## config.mk

```make
export PLATFORM = sky130hd
export DESIGN_NAME = dual_range_kalman_trigger
export DESIGN_NICKNAME = d
export VERILOG_FILES = /design/src/rtl/drkt_pkg.sv /design/src/rtl/dual_range_kalman_trigger.sv
export SDC_FILE = /design/constraint.sdc
export NUM_CORES = 2
export LEC_CHECK = 0
export BUFFER_PORTS_ARGS = -buffer_cell sky130_fd_sc_hd__buf_2
export CAP_MARGIN = 5
export CELL_PAD_IN_SITES_DETAIL_PLACEMENT = 2
export CELL_PAD_IN_SITES_GLOBAL_PLACEMENT = 2
export CORE_UTILIZATION = 42
export CTS_CLUSTER_DIAMETER = 200
export DETAILED_ROUTE_END_ITERATION = 7
export GPL_ROUTABILITY_DRIVEN = 0
export PLACE_DENSITY = 0.82
export SETUP_SLACK_MARGIN = 0.4
export SKIP_LAST_GASP = 1
export SLEW_MARGIN = 30
export SYNTH_ARGS = -nofsm -noshare
export SYNTH_HDL_FRONTEND = slang
export SYNTH_SLANG_ARGS = --single-unit
```

## constraint.sdc

```tcl
create_clock -name clk -period 11.79 [get_ports clk]
set_clock_uncertainty 0.05 [all_clocks]
set_input_delay 1.7685 -clock clk [delete_from_list [all_inputs] [get_ports clk]]
set_output_delay 1.7685 -clock clk [all_outputs]
set_load 0.02 [all_outputs]
```

## src/rtl/drkt_pkg.sv

```systemverilog
// ----------------------------------------------------------------------------
// drkt_pkg
// Types and constants shared by the dual-range fusion trigger: payload
// structs, register indexes, status and phase codes, fixed-point constants.
// ----------------------------------------------------------------------------
`default_nettype none

package drkt_pkg;

	typedef struct packed {
		logic        opcode;
		logic [14:0] echo_time_a;
		logic [14:0] echo_time_b;
	} drkt_in_t;

	typedef struct packed {
		logic        drive_on;
		logic [1:0]  phase;
		logic [12:0] estimate;
		logic [17:0] uncertainty;
		logic [12:0] spread;
		logic [3:0]  status;
		logic        no_reading;
	} drkt_out_t;

	localparam int CFG_W = 18;

	// register indexes
	localparam logic [2:0] CFG_MIN_DISTANCE    = 3'd0;
	localparam logic [2:0] CFG_MAX_DISTANCE    = 3'd1;
	localparam logic [2:0] CFG_SAFE_LIMIT      = 3'd2;
	localparam logic [2:0] CFG_PROCESS_NOISE   = 3'd3;
	localparam logic [2:0] CFG_STABLE_SPREAD   = 3'd4;
	localparam logic [2:0] CFG_CERTAINTY_LIMIT = 3'd5;
	localparam logic [2:0] CFG_ON_TIME_MS      = 3'd6;
	localparam logic [2:0] CFG_OFF_TIME_MS     = 3'd7;

	// status codes
	localparam logic [3:0] ST_ACTIVATED  = 4'd0;
	localparam logic [3:0] ST_ABOVE_SAFE = 4'd1;
	localparam logic [3:0] ST_HIST_BAD   = 4'd2;
	localparam logic [3:0] ST_UNSTABLE   = 4'd3;
	localparam logic [3:0] ST_UNCERTAIN  = 4'd4;
	localparam logic [3:0] ST_BUSY       = 4'd5;
	localparam logic [3:0] ST_BELOW_MIN  = 4'd6;
	localparam logic [3:0] ST_NO_SAFE    = 4'd7;
	localparam logic [3:0] ST_TICK       = 4'd8;

	// drive phase codes
	localparam logic [1:0] PH_IDLE = 2'd0;
	localparam logic [1:0] PH_ON   = 2'd1;
	localparam logic [1:0] PH_WAIT = 2'd2;

	localparam logic OP_SAMPLE = 1'b0;

	localparam int HISTORY_DEPTH_DEF = 5;

	// fixed-point constants
	localparam logic [14:0] ECHO_LIMIT   = 15'd25000;
	localparam logic [16:0] CM_PER_US    = 17'd281;     // 0.01715 cm/us in Q8.8 << 6
	localparam logic [16:0] BAND_LO      = 17'd4762;    // 18.6 cm
	localparam logic [16:0] BAND_HI      = 17'd5632;    // 22.0 cm
	localparam logic [13:0] BAND_OFFSET  = 14'd256;     // 1.0 cm
	localparam logic [12:0] DIST_SAT     = 13'd8191;
	localparam logic [13:0] DISAGREE     = 14'd256;     // 1.0 cm
	localparam logic [16:0] NOISE_UP     = 17'd68813;   // 1.05
	localparam logic [16:0] NOISE_DOWN   = 17'd62259;   // 0.95
	localparam logic [18:0] NOISE_MIN    = 19'd6554;    // 0.1
	localparam logic [18:0] NOISE_MAX    = 19'd131072;  // 2.0
	localparam logic [16:0] ONE_Q16      = 17'd65536;
	localparam logic [34:0] ROUND_HALF   = 35'd32768;
	localparam logic [17:0] VAR_SAT      = 18'h3FFFF;
	localparam logic [15:0] ELAPSED_SAT  = 16'hFFFF;

	localparam logic [12:0] RST_MIN_DISTANCE    = 13'd512;
	localparam logic [12:0] RST_MAX_DISTANCE    = 13'd5120;
	localparam logic [12:0] RST_SAFE_LIMIT      = 13'd4736;
	localparam logic [15:0] RST_PROCESS_NOISE   = 16'd655;
	localparam logic [12:0] RST_STABLE_SPREAD   = 13'd51;
	localparam logic [17:0] RST_CERTAINTY_LIMIT = 18'd19661;
	localparam logic [15:0] RST_ON_TIME_MS      = 16'd5000;
	localparam logic [15:0] RST_OFF_TIME_MS     = 16'd1000;
	localparam logic [12:0] RST_ESTIMATE        = 13'd2560;
	localparam logic [17:0] RST_VARIANCE        = 18'd65536;
	localparam logic [17:0] RST_NOISE           = 18'd32768;

endpackage

`default_nettype wire

```

## src/rtl/dual_range_kalman_trigger.sv

```systemverilog
// ----------------------------------------------------------------------------
// dual_range_kalman_trigger
// Two-echo distance fusion through a scalar Kalman filter with adaptive
// measurement noise, an estimate history with spread check, and an
// on / wait-off activation timer advanced by millisecond ticks.
// ----------------------------------------------------------------------------
//
//  channel   direction  handshake                 payload
//  in        sink       in_valid / in_stall       drkt_in_t  (opcode, two echo times)
//  out       source     out_valid / out_stall     drkt_out_t (one result per item)
//  cfg       sink       cfg_write                 cfg_index, cfg_data
//
//  a sample item runs, for each valid echo, a 17-step restoring division
//  for the gain plus four multiply steps, all on one shared 18x17
//  multiplier and one subtractor
//  the history scan reads one filled entry per cycle (up to HISTORY_DEPTH)
//  in_stall is high from the transfer in until the result is loaded
//  a result waiting on out_stall holds the sequencer in its last step only;
//  the next item is taken as soon as the result sits in the output register
//  reset clears all filter state, history and timer at once
// ----------------------------------------------------------------------------
`default_nettype none

module dual_range_kalman_trigger #(
	parameter int HISTORY_DEPTH = drkt_pkg::HISTORY_DEPTH_DEF
) (
	input  wire logic                     clk,
	input  wire logic                     arst_n,
	input  wire logic                     in_valid,
	output      logic                     in_stall,
	input  wire drkt_pkg::drkt_in_t       in_data,
	output      logic                     out_valid,
	input  wire logic                     out_stall,
	output      drkt_pkg::drkt_out_t      out_data,
	input  wire logic                     cfg_write,
	input  wire logic [2:0]               cfg_index,
	input  wire logic [drkt_pkg::CFG_W-1:0] cfg_data
);
	import drkt_pkg::*;

	localparam int IW = (HISTORY_DEPTH > 1) ? $clog2(HISTORY_DEPTH) : 1;
	localparam int CW = $clog2(HISTORY_DEPTH + 1);
	localparam logic [IW-1:0] PTR_LAST = IW'(HISTORY_DEPTH - 1);
	localparam logic [CW-1:0] FILL_MAX = CW'(HISTORY_DEPTH);

	typedef enum logic [14:0] {
		S_IDLE  = 15'b000000000000001,
		S_MULD  = 15'b000000000000010,
		S_DIST  = 15'b000000000000100,
		S_DIVI  = 15'b000000000001000,
		S_DIV   = 15'b000000000010000,
		S_MAGM  = 15'b000000000100000,
		S_MAGA  = 15'b000000001000000,
		S_PM    = 15'b000000010000000,
		S_PA    = 15'b000000100000000,
		S_RM    = 15'b000001000000000,
		S_RA    = 15'b000010000000000,
		S_CLAMP = 15'b000100000000000,
		S_SCAN  = 15'b001000000000000,
		S_DEC   = 15'b010000000000000,
		S_OUT   = 15'b100000000000000
	} state_t;

	// configuration registers
	logic [12:0] min_q, max_q, safe_q, stable_q;
	logic [15:0] pnoise_q, on_ms_q, off_ms_q;
	logic [17:0] cert_q;

	// filter and timer state
	state_t      state_q;
	logic [12:0] x_q;
	logic [17:0] p_q, na_q, nb_q;
	logic [12:0] hist_q [HISTORY_DEPTH];
	logic [IW-1:0] ptr_q, idx_q;
	logic [CW-1:0] filled_q;
	logic [1:0]  phase_q;
	logic [15:0] elapsed_q;
	logic [12:0] spread_q, lo_q, hi_q;
	logic        bad_q;

	// per-item working registers
	logic [14:0] ta_q, tb_q;
	logic [12:0] za_q, zb_q;
	logic        va_q, vb_q, sel_q;
	logic [18:0] den_q;
	logic [19:0] rem_q;
	logic [16:0] k_q;
	logic [4:0]  cnt_q;
	logic [3:0]  status_q;
	logic        noread_q;
	logic [34:0] prod_q;

	logic        out_valid_q;
	drkt_out_t   out_q;

	function automatic logic [12:0] clamp_dist(input logic [16:0] v,
	                                           input logic [12:0] lo,
	                                           input logic [12:0] hi);
		if (v < {4'd0, lo})
			return lo;
		else if (v > {4'd0, hi})
			return hi;
		else
			return v[12:0];
	endfunction

	// shared multiplier operands
	logic [17:0] mul_a;
	logic [16:0] mul_b;
	logic [12:0] z_sel, abs_diff;
	logic [17:0] r_sel;
	logic        diff_neg;
	logic [34:0] rnd_sum;
	logic [16:0] dist_v;
	logic [14:0] t_sel;
	logic        t_ok;
	logic [12:0] dist_z;
	logic [13:0] band_f;
	logic [13:0] dz;
	logic [18:0] adapt_v;
	logic [17:0] adapt_c;
	logic [19:0] trial;
	logic        trial_ge;
	logic [12:0] hist_e, lo_n, hi_n;
	logic [17:0] p_pred;
	logic [18:0] p_sum;
	logic        in_xfer, out_load;
	logic [1:0]  phase_n;
	logic [15:0] elapsed_n;
	logic        activate_ok, safe_hit;

	always_comb begin
		z_sel    = sel_q ? zb_q : za_q;
		r_sel    = sel_q ? nb_q : na_q;
		t_sel    = sel_q ? tb_q : ta_q;
		diff_neg = z_sel < x_q;
		abs_diff = diff_neg ? (x_q - z_sel) : (z_sel - x_q);
		dz       = (za_q >= zb_q) ? {1'b0, za_q - zb_q} : {1'b0, zb_q - za_q};
		unique case (1'b1)
			state_q[4'd5]: begin  // magnitude step
				mul_a = {5'd0, abs_diff};
				mul_b = k_q;
			end
			state_q[4'd7]: begin  // variance update step
				mul_a = p_q;
				mul_b = ONE_Q16 - k_q;
			end
			state_q[4'd9]: begin  // noise adapt step
				mul_a = r_sel;
				mul_b = (dz > DISAGREE) ? NOISE_UP : NOISE_DOWN;
			end
			default: begin  // echo time to distance
				mul_a = {3'd0, t_sel};
				mul_b = CM_PER_US;
			end
		endcase
	end

	always_comb begin
		rnd_sum = prod_q + ROUND_HALF;
		dist_v  = prod_q[22:6];
		t_ok    = (t_sel != 15'd0) && (t_sel < ECHO_LIMIT);
		band_f  = {1'b0, max_q} + BAND_OFFSET;
		if (dist_v >= BAND_LO && dist_v < BAND_HI)
			dist_z = band_f[13] ? DIST_SAT : band_f[12:0];
		else
			dist_z = clamp_dist(dist_v, min_q, max_q);
		adapt_v = rnd_sum[34:16];
		if (adapt_v < NOISE_MIN)
			adapt_c = NOISE_MIN[17:0];
		else if (adapt_v > NOISE_MAX)
			adapt_c = NOISE_MAX[17:0];
		else
			adapt_c = adapt_v[17:0];
		trial    = (cnt_q == 5'd0) ? rem_q : {rem_q[18:0], 1'b0};
		trial_ge = trial >= {1'b0, den_q};
		hist_e   = hist_q[idx_q];
		lo_n     = (hist_e < lo_q) ? hist_e : lo_q;
		hi_n     = (hist_e > hi_q) ? hist_e : hi_q;
		p_sum    = {1'b0, p_q} + {3'd0, pnoise_q};
		p_pred   = p_sum[18] ? VAR_SAT : p_sum[17:0];
		activate_ok = (x_q >= min_q) && (x_q <= safe_q) && !bad_q
			&& (spread_q < stable_q) && (p_q < cert_q) && (phase_q == PH_IDLE);
		safe_hit = (va_q && za_q <= safe_q) || (vb_q && zb_q <= safe_q);
	end

	// timer rule applied after every item
	always_comb begin
		phase_n   = phase_q;
		elapsed_n = elapsed_q;
		if (phase_q == PH_ON && elapsed_q >= on_ms_q) begin
			phase_n   = PH_WAIT;
			elapsed_n = 16'd0;
		end else if (phase_q == PH_WAIT && elapsed_q >= off_ms_q) begin
			phase_n = PH_IDLE;
		end
	end

	assign in_stall  = (state_q != S_IDLE);
	assign in_xfer   = in_valid && !in_stall;
	assign out_load  = (state_q == S_OUT) && (!out_valid_q || !out_stall);
	assign out_valid = out_valid_q;
	assign out_data  = out_q;

	// shared multiplier, product registered every cycle
	always_ff @(posedge clk) begin
		prod_q <= 35'(mul_a * mul_b);
	end

	// configuration port
	always_ff @(posedge clk or negedge arst_n) begin
		if (!arst_n) begin
			min_q    <= RST_MIN_DISTANCE;
			max_q    <= RST_MAX_DISTANCE;
			safe_q   <= RST_SAFE_LIMIT;
			pnoise_q <= RST_PROCESS_NOISE;
			stable_q <= RST_STABLE_SPREAD;
			cert_q   <= RST_CERTAINTY_LIMIT;
			on_ms_q  <= RST_ON_TIME_MS;
			off_ms_q <= RST_OFF_TIME_MS;
		end else if (cfg_write) begin
			unique case (cfg_index)
				CFG_MIN_DISTANCE:    min_q    <= cfg_data[12:0];
				CFG_MAX_DISTANCE:    max_q    <= cfg_data[12:0];
				CFG_SAFE_LIMIT:      safe_q   <= cfg_data[12:0];
				CFG_PROCESS_NOISE:   pnoise_q <= cfg_data[15:0];
				CFG_STABLE_SPREAD:   stable_q <= cfg_data[12:0];
				CFG_CERTAINTY_LIMIT: cert_q   <= cfg_data[17:0];
				CFG_ON_TIME_MS:      on_ms_q  <= cfg_data[15:0];
				CFG_OFF_TIME_MS:     off_ms_q <= cfg_data[15:0];
				default: ;
			endcase
		end
	end

	// working registers without reset
	always_ff @(posedge clk) begin
		if (in_xfer) begin
			ta_q <= in_data.echo_time_a;
			tb_q <= in_data.echo_time_b;
		end
		if (state_q == S_DIVI) begin
			den_q <= {1'b0, p_q} + {1'b0, r_sel};
			rem_q <= {2'd0, p_q};
			k_q   <= 17'd0;
		end
		if (state_q == S_DIV) begin
			rem_q <= trial_ge ? (trial - {1'b0, den_q}) : trial;
			if (cnt_q == 5'd16 && den_q == 19'd0)
				k_q <= 17'd0;  // zero noise and variance: no gain
			else
				k_q <= {k_q[15:0], trial_ge};
		end
		if (state_q == S_DIST) begin
			if (sel_q)
				zb_q <= dist_z;
			else
				za_q <= dist_z;
		end
		if (out_load) begin
			out_q.drive_on    <= (phase_n == PH_ON);
			out_q.phase       <= phase_n;
			out_q.estimate    <= x_q;
			out_q.uncertainty <= p_q;
			out_q.spread      <= spread_q;
			out_q.status      <= status_q;
			out_q.no_reading  <= noread_q;
		end
	end

	// sequencer and filter state
	always_ff @(posedge clk or negedge arst_n) begin
		if (!arst_n) begin
			state_q     <= S_IDLE;
			x_q         <= RST_ESTIMATE;
			p_q         <= RST_VARIANCE;
			na_q        <= RST_NOISE;
			nb_q        <= RST_NOISE;
			for (int i = 0; i < HISTORY_DEPTH; i++)
				hist_q[i] <= 13'd0;
			ptr_q       <= '0;
			idx_q       <= '0;
			filled_q    <= '0;
			phase_q     <= PH_IDLE;
			elapsed_q   <= 16'd0;
			spread_q    <= 13'd0;
			lo_q        <= 13'd0;
			hi_q        <= 13'd0;
			bad_q       <= 1'b0;
			va_q        <= 1'b0;
			vb_q        <= 1'b0;
			sel_q       <= 1'b0;
			cnt_q       <= 5'd0;
			status_q    <= ST_TICK;
			noread_q    <= 1'b0;
			out_valid_q <= 1'b0;
		end else begin
			if (out_load)
				out_valid_q <= 1'b1;
			else if (!out_stall)
				out_valid_q <= 1'b0;

			unique case (state_q)
				S_IDLE: begin
					if (in_xfer) begin
						if (in_data.opcode == OP_SAMPLE) begin
							p_q     <= p_pred;
							sel_q   <= 1'b0;
							state_q <= S_MULD;
						end else begin
							if (elapsed_q != ELAPSED_SAT)
								elapsed_q <= elapsed_q + 16'd1;
							status_q <= ST_TICK;
							noread_q <= 1'b0;
							state_q  <= S_OUT;
						end
					end
				end
				S_MULD: state_q <= S_DIST;
				S_DIST: begin
					if (sel_q) begin
						vb_q <= t_ok;
						// corrections start with echo a if it is valid
						sel_q   <= !va_q;
						state_q <= (va_q || t_ok) ? S_DIVI : S_CLAMP;
					end else begin
						va_q    <= t_ok;
						sel_q   <= 1'b1;
						state_q <= S_MULD;
					end
				end
				S_DIVI: begin
					cnt_q   <= 5'd0;
					state_q <= S_DIV;
				end
				S_DIV: begin
					cnt_q <= cnt_q + 5'd1;
					if (cnt_q == 5'd16)
						state_q <= S_MAGM;
				end
				S_MAGM: state_q <= S_MAGA;
				S_MAGA: begin
					x_q     <= diff_neg ? (x_q - rnd_sum[28:16]) : (x_q + rnd_sum[28:16]);
					state_q <= S_PM;
				end
				S_PM: state_q <= S_PA;
				S_PA: begin
					p_q <= rnd_sum[33:16];
					if (!sel_q && vb_q) begin
						sel_q   <= 1'b1;
						state_q <= S_DIVI;
					end else if (va_q && vb_q) begin
						sel_q   <= 1'b0;
						state_q <= S_RM;
					end else begin
						state_q <= S_CLAMP;
					end
				end
				S_RM: state_q <= S_RA;
				S_RA: begin
					if (sel_q) begin
						nb_q    <= adapt_c;
						state_q <= S_CLAMP;
					end else begin
						na_q    <= adapt_c;
						sel_q   <= 1'b1;
						state_q <= S_RM;
					end
				end
				S_CLAMP: begin
					x_q           <= clamp_dist({4'd0, x_q}, min_q, max_q);
					hist_q[ptr_q] <= clamp_dist({4'd0, x_q}, min_q, max_q);
					ptr_q         <= (ptr_q == PTR_LAST) ? '0 : ptr_q + 1'b1;
					if (filled_q < FILL_MAX)
						filled_q <= filled_q + 1'b1;
					idx_q    <= '0;
					lo_q     <= DIST_SAT;
					hi_q     <= 13'd0;
					bad_q    <= 1'b0;
					noread_q <= !va_q && !vb_q;
					state_q  <= S_SCAN;
				end
				S_SCAN: begin
					lo_q  <= lo_n;
					hi_q  <= hi_n;
					if (hist_e > safe_q)
						bad_q <= 1'b1;
					idx_q <= idx_q + 1'b1;
					if (CW'(idx_q) + 1'b1 == filled_q) begin
						spread_q <= hi_n - lo_n;
						state_q  <= S_DEC;
					end
				end
				S_DEC: begin
					priority if (activate_ok) begin
						if (safe_hit) begin
							phase_q   <= PH_ON;
							elapsed_q <= 16'd0;
							status_q  <= ST_ACTIVATED;
						end else begin
							status_q <= ST_NO_SAFE;
						end
					end else if (x_q > safe_q)
						status_q <= ST_ABOVE_SAFE;
					else if (bad_q)
						status_q <= ST_HIST_BAD;
					else if (!(spread_q < stable_q))
						status_q <= ST_UNSTABLE;
					else if (!(p_q < cert_q))
						status_q <= ST_UNCERTAIN;
					else if (phase_q != PH_IDLE)
						status_q <= ST_BUSY;
					else
						status_q <= ST_BELOW_MIN;
					state_q <= S_OUT;
				end
				S_OUT: begin
					if (out_load) begin
						phase_q   <= phase_n;
						elapsed_q <= elapsed_n;
						state_q   <= S_IDLE;
					end
				end
				default: state_q <= S_IDLE;
			endcase
		end
	end

`ifndef SYNTHESIS
	a_state_onehot: assert property (@(posedge clk) disable iff (!arst_n)
		$onehot(state_q))
		else $error("sequencer state not one-hot");
	a_phase_code: assert property (@(posedge clk) disable iff (!arst_n)
		phase_q != 2'd3)
		else $error("unused drive phase code reached");
	a_noise_range: assert property (@(posedge clk) disable iff (!arst_n)
		{1'b0, na_q} >= NOISE_MIN && {1'b0, na_q} <= NOISE_MAX
		&& {1'b0, nb_q} >= NOISE_MIN && {1'b0, nb_q} <= NOISE_MAX)
		else $error("measurement noise left its clamp range");
	a_fill_bound: assert property (@(posedge clk) disable iff (!arst_n)
		filled_q <= FILL_MAX)
		else $error("history fill count beyond depth");
	a_load_clears_busy: assert property (@(posedge clk) disable iff (!arst_n)
		out_load |=> out_valid && !in_stall)
		else $error("result load did not free the input");
`endif

endmodule

`default_nettype wire

```

Yosys cells after proc, flatten, opt, wreduce, memory -nomap -nowiden
Cells that the tools add are included.

operators by class
  multipliers = 1
  bitwise operators = 3
  $add $sub $neg = 18
  equal/unequal tests = 43
  reductions and logical operators = 65
  multiplexer cells = 91
  magnitude comparators = 29

operators with widths
  kind                                             count
  one-hot mux 15 bit (15 select lines)             1
  2-to-1 mux 13 bit                                16
  2-to-1 mux 16 bit                                7
  2-to-1 mux 18 bit                                6
  2-to-1 mux 15 bit                                6
  2-to-1 mux 20 bit                                4
  one-hot mux 13 bit (2 select lines)              3
  subtractor 13 bit                                6
  2-to-1 mux 17 bit                                4
  bitwise mux 65 bit                               1
  2-to-1 mux 12 bit                                5
  one-hot mux 18 bit (3 select lines)              1
  > comparator 13 bit                              4
  less-than comparator 13 bit                      4
  one-hot mux 17 bit (3 select lines)              1
  one-hot mux 16 bit (3 select lines)              1
  binary-select mux 13 bit (select 3 bit)          1
  demux 13 bit (select 3 bit)                      1
  <= comparator 13 bit                             3
  one-hot mux 18 bit (2 select lines)              1
  adder 35 x 16 -> 35 bit (second input constant)  1
  multiplier 18 x 17 -> 35 bit                     1
  greater-or-equal comparator 16 bit               2
  AND reduction 2 bit                              15
  76 further kinds                                 155

storage, ports and cells
  input bits = 57
  bits in registers = 545

Logic depth before layout (Yosys ltp)
  word-level depth = 8
  gate-level depth with buffers = 42
  mapped depth without buffers = 36

Worst setup path after synthesis
Ideal clock, no wire load.

  kind = register to register
  from = register sel_q
  to = register prod_q[34]
  path buffers = 5
  arrival time = 10.029 ns
  clock period less this slack = 10.200 ns
  path slack = 1.590 ns
  stages on the path, launching flop included = 38
  setup time = 0.121 ns
  cells stage by stage = dfrtp_1 > clkbuf_1 > clkbuf_1 > buf_1 > inv_1 > clkbuf_1 > clkbuf_1 > a21boi_0 > inv_1 > ha_1 > nor2b_1 > o21ai_0 > a21boi_1 > o2111a_1 > nor2_1 > mux2_2 > o31a_1 > o31ai_2 > [... 2 more ...] > fa_1 > inv_1 > fa_1 > fa_1 > fa_1 > inv_1 > fa_1 > inv_1 > ha_1 > a21oi_1 > o21ai_0 > nor4_1 > o22ai_1 > o211ai_1 > a211oi_1 > o32a_1 > a21o_1 > xnor2_1

between the ends
  word-level cells in the longest chain between the ends = 5

ends and longest elaborated chain
  element                                                           RTL line                                                            text
  from (decl)                                                       dual_range_kalman_trigger.sv:84                                     logic va_q, vb_q, sel_q;
  from (signal assigned)                                            dual_range_kalman_trigger.sv:324                                    sel_q <= !va_q;
  2-to-1 mux 13 bit                                                 dual_range_kalman_trigger.sv:133                                    z_sel = sel_q ? zb_q : za_q;
  subtractor 13 bit or less-than comparator 13 bit (tied branches)  dual_range_kalman_trigger.sv:137, dual_range_kalman_trigger.sv:136
  2-to-1 mux 13 bit                                                 dual_range_kalman_trigger.sv:137                                    abs_diff = diff_neg ? (x_q - z_sel) : (z_sel - x_q);
  one-hot mux 18 bit (3 select lines) (*)                           dual_range_kalman_trigger.sv:139                                    unique case (1'b1)
  multiplier 18 x 17 -> 35 bit (*)                                  dual_range_kalman_trigger.sv:207                                    prod_q <= 35'(mul_a * mul_b);
  to (signal assigned)                                              dual_range_kalman_trigger.sv:207
  to (decl)                                                         dual_range_kalman_trigger.sv:91                                     logic [34:0] prod_q;

Mark *: on every way between the ends. The rest lies on a longest branch, timed or not.
A chain may end at the register's enable or synchronous reset.

Worst setup path in the final report
Ends and elaborated chain as after synthesis.

==> flow_metrics.tcl <==
set metrics [dict create \
    drt_iter0_drc 3246 \
    min_path_type "reg -> reg" \
    cts_buffers 69 \
    via_per_inst 6.38 \
    synth_edf_count 164 \
    period_share 0.926 \
    max_freq_mhz 91.6 \
    drtPass1Iterations 5 \
    vias 40500 \
    ys_seq_area_frac 0.314 \
    layout_common_cells "565 x inv_1, 440 x o21ai_0, 435 x ha_1, 428 x nand2_1, 303 x dfrtp_1" \
    start_util 0.423 \
    grtUsageTotal 0.353 \
    cts_tree "built" \
    cts_max_level 3 \
    synth_cells 4776 \
    die_h_microns 330 \
    grt-ovfl-total 0 \
    synthesis.area_sq_um 45200 \
    cpMostUsedCell "inv_1" \
    avgSynthCellArea_sq_um 9.47 \
    final-max-slew-violation-count 0 \
    final_area_sq_um 50300 \
    cts.sinks 539 \
    portBuffers 110 \
    reg2reg_slack_ns 0.87 \
    cts_buffer_depth 3 \
    slew_headroom 0.302 \
    yosysUniqueCellTypes 104 \
    place_area_sq_um 47800 \
    ir_drop_mv 0.356 \
    worst_pin_slew_ns 1.04 \
    crit_type "reg -> reg" \
    io_pins 111 \
    synth_seq_cells 539 \
    antenna_found_initial 9 \
    worstPathRequired_ns 12.26 \
    wire_per_inst_microns 30.5 \
    status "complete, no violations" \
    syn_nets 5514 \
    grt_max_degree 114 \
    insertion_delay_ns 0.66 \
    fin_nets 5620 \
    synth-main-ff-cell "dfrtp_1" \
    fin_util 0.471 \
    critPathLaunchType "flip-flop" \
    tns_ns 0 \
    hold_viol_final 0 \
    stdcell_count 6347 \
    worst_ep_arrival_time_ns 11.39 \
    cpPeakStageDelay_ns 0.63 \
    coreArea_sq_um 107000 \
    dp.cells 6210 \
    ant_nets 0 \
    dp_hpwl_microns 143000 \
    grt_pass1_vias 45100 \
    grt_setup_unrepaired "false" \
    grt_pass1_wl_microns 289000 \
    max-cap-violations 0 \
    wl_microns 194000 \
    powerDensity_nw_per_um2 243 \
    setup_viol 0 \
    die_area_sq_um 109000 \
    die-width_microns 330 \
    cts_root_buf "clkbuf_16" \
    syn2layout_area_growth_pct 11.2 \
    drive_above_1_share 0.122 \
    placementRows 120 \
    critPathSlowestCell "a2bb2oi_1" \
    clk_pin_slew_ns 0.07 \
    end_kind "flip-flop" \
    drc 0 \
    period_minus_slack_ns 10.92 \
    p_leak_nw 23.3 \
    mostFrequentLayoutCell "inv_1" \
    worst-path-max-fanout 15 \
    async_flop_share 0.642 \
    whs_ns 0.405 \
    yosys_warnings 0 \
]
==> critical path, delay by kind of cell, from the launching register on <==
kind,cells,cell delay (ns)
XOR/XNOR,1,0.15
flip-flops,1,0.55
AO/OA/AOI/OAI,13,3.78
multiplexers,1,0.39
adder cells (fa/ha/maj),8,3.66
buffers and inverters,9,1.12
AND/OR/NAND/NOR,2,1.09
==> per-layer routing <==
metal  up-vias  GRT usage  share of wire
li1      17200          -              -
met3       534     0.0652          0.067
met5         -          0        0.00011
met4         4      0.185          0.057
met1     21200      0.439           0.40
met2      1568      0.582           0.47
==> state kept, by name (all words and copies together) (netlist names), 15 cells and up <==
name,flops
pnoise_q,16
den_q,19
ta_q,15
nb_q,18
state_q,15
p_q,18
off_ms_q,16
k_q,17
cert_q,18
na_q,18
prod_q,29
out_data,52
tb_q,15
rem_q,20
on_ms_q,16
elapsed_q,16
hist_q,65
==> cells in the mapped netlist, drive strengths merged (14+ instances only) <==
library cell	n	area share
nor3	89	0.010
a22o	15	0.0029
buf	44	0.0052
xor2	42	0.0081
and2	38	0.0053
o31a	16	0.0031
nand3	92	0.010
and3	40	0.0055
o22ai	32	0.0044
clkbuf	143	0.012
nand2	428	0.036
o211ai	26	0.0043
a21boi	83	0.014
a22oi	21	0.0035
o21ai	458	0.051
xnor2	93	0.018
a21oi	258	0.029
dfrtp	304	0.17
nand2b	30	0.0043
fa	246	0.11
a31oi	24	0.0035
o221ai	67	0.013
mux2i	60	0.013
nand4	47	0.0065
a21o	122	0.020
dfstp	42	0.024
nor2	164	0.014
or3	27	0.0037
o31ai	31	0.0058
inv	566	0.047
dfxtp	29	0.013
a221o	14	0.0031
nor4	37	0.0053
ha	435	0.12
mux2	138	0.034
nor2b	32	0.0044
nor3b	19	0.0040
a211o	15	0.0029
a211oi	26	0.0043
o21a	43	0.0071
edfxtp	164	0.11
==> metrics by stage <==
stage | setup slack [ns] | power, mW
2_1_floorplan | 1.59 | 7.23
3_3_place_gp | 1.18 | 9.12
3_5_place_dp | 0.823 | 9.62
4_1_cts | 0.566 | 12.2
5_1_grt | 0.402 | 12.9
6_report | 0.871 | 12.2
==> cell type report <==
class | instances | area [sq um]
well taps | 1403 | 1760
flip-flops and latches | 539 | 14200
diodes | 7 | 17.5
fillers | 11200 | 56600
multi-input cells | 3484 | 28300
repair buffers | 222 | 1500
clock buffers | 97 | 1950
inverters | 566 | 2120
clock inverters | 29 | 429
==> logic make-up after synthesis <==
family	synth area share
AOI/OAI and AO/OA	0.194
buffers and inverters	0.0640
muxes	0.0542
DFF	0.314
adders and majority gates	0.229
and+or+nand+nor	0.118
xor gates and xnor gates	0.0266
==> power breakdown <==
group	switching [mW]	internal (mW)
logic	4.47	2.75
clock network	0.951	1.35
registers	0.402	2.29
total	5.82	6.39
==> final timing paths <==
path | from | end | cells after the start
min in group asynchronous | arst_n | spread_q[10] | 1
setup / recovery | sel_q | prod_q[34] | 34
hold reg to reg | status_q[1] | out_data[2] | 0
hold / removal | status_q[1] | out_data[2] | 0
max in group asynchronous | arst_n | p_q[16] | 5
setup reg to reg | sel_q | prod_q[34] | 34
==> what timing repair did <==
action	4_1_cts	5_1_grt
setup buffers	0	2
endpoints found under the setup margin	0	12
gates resized for setup	0	4
hold buffers	0	0
Note: power is estimated with default switching activity, not from simulation.
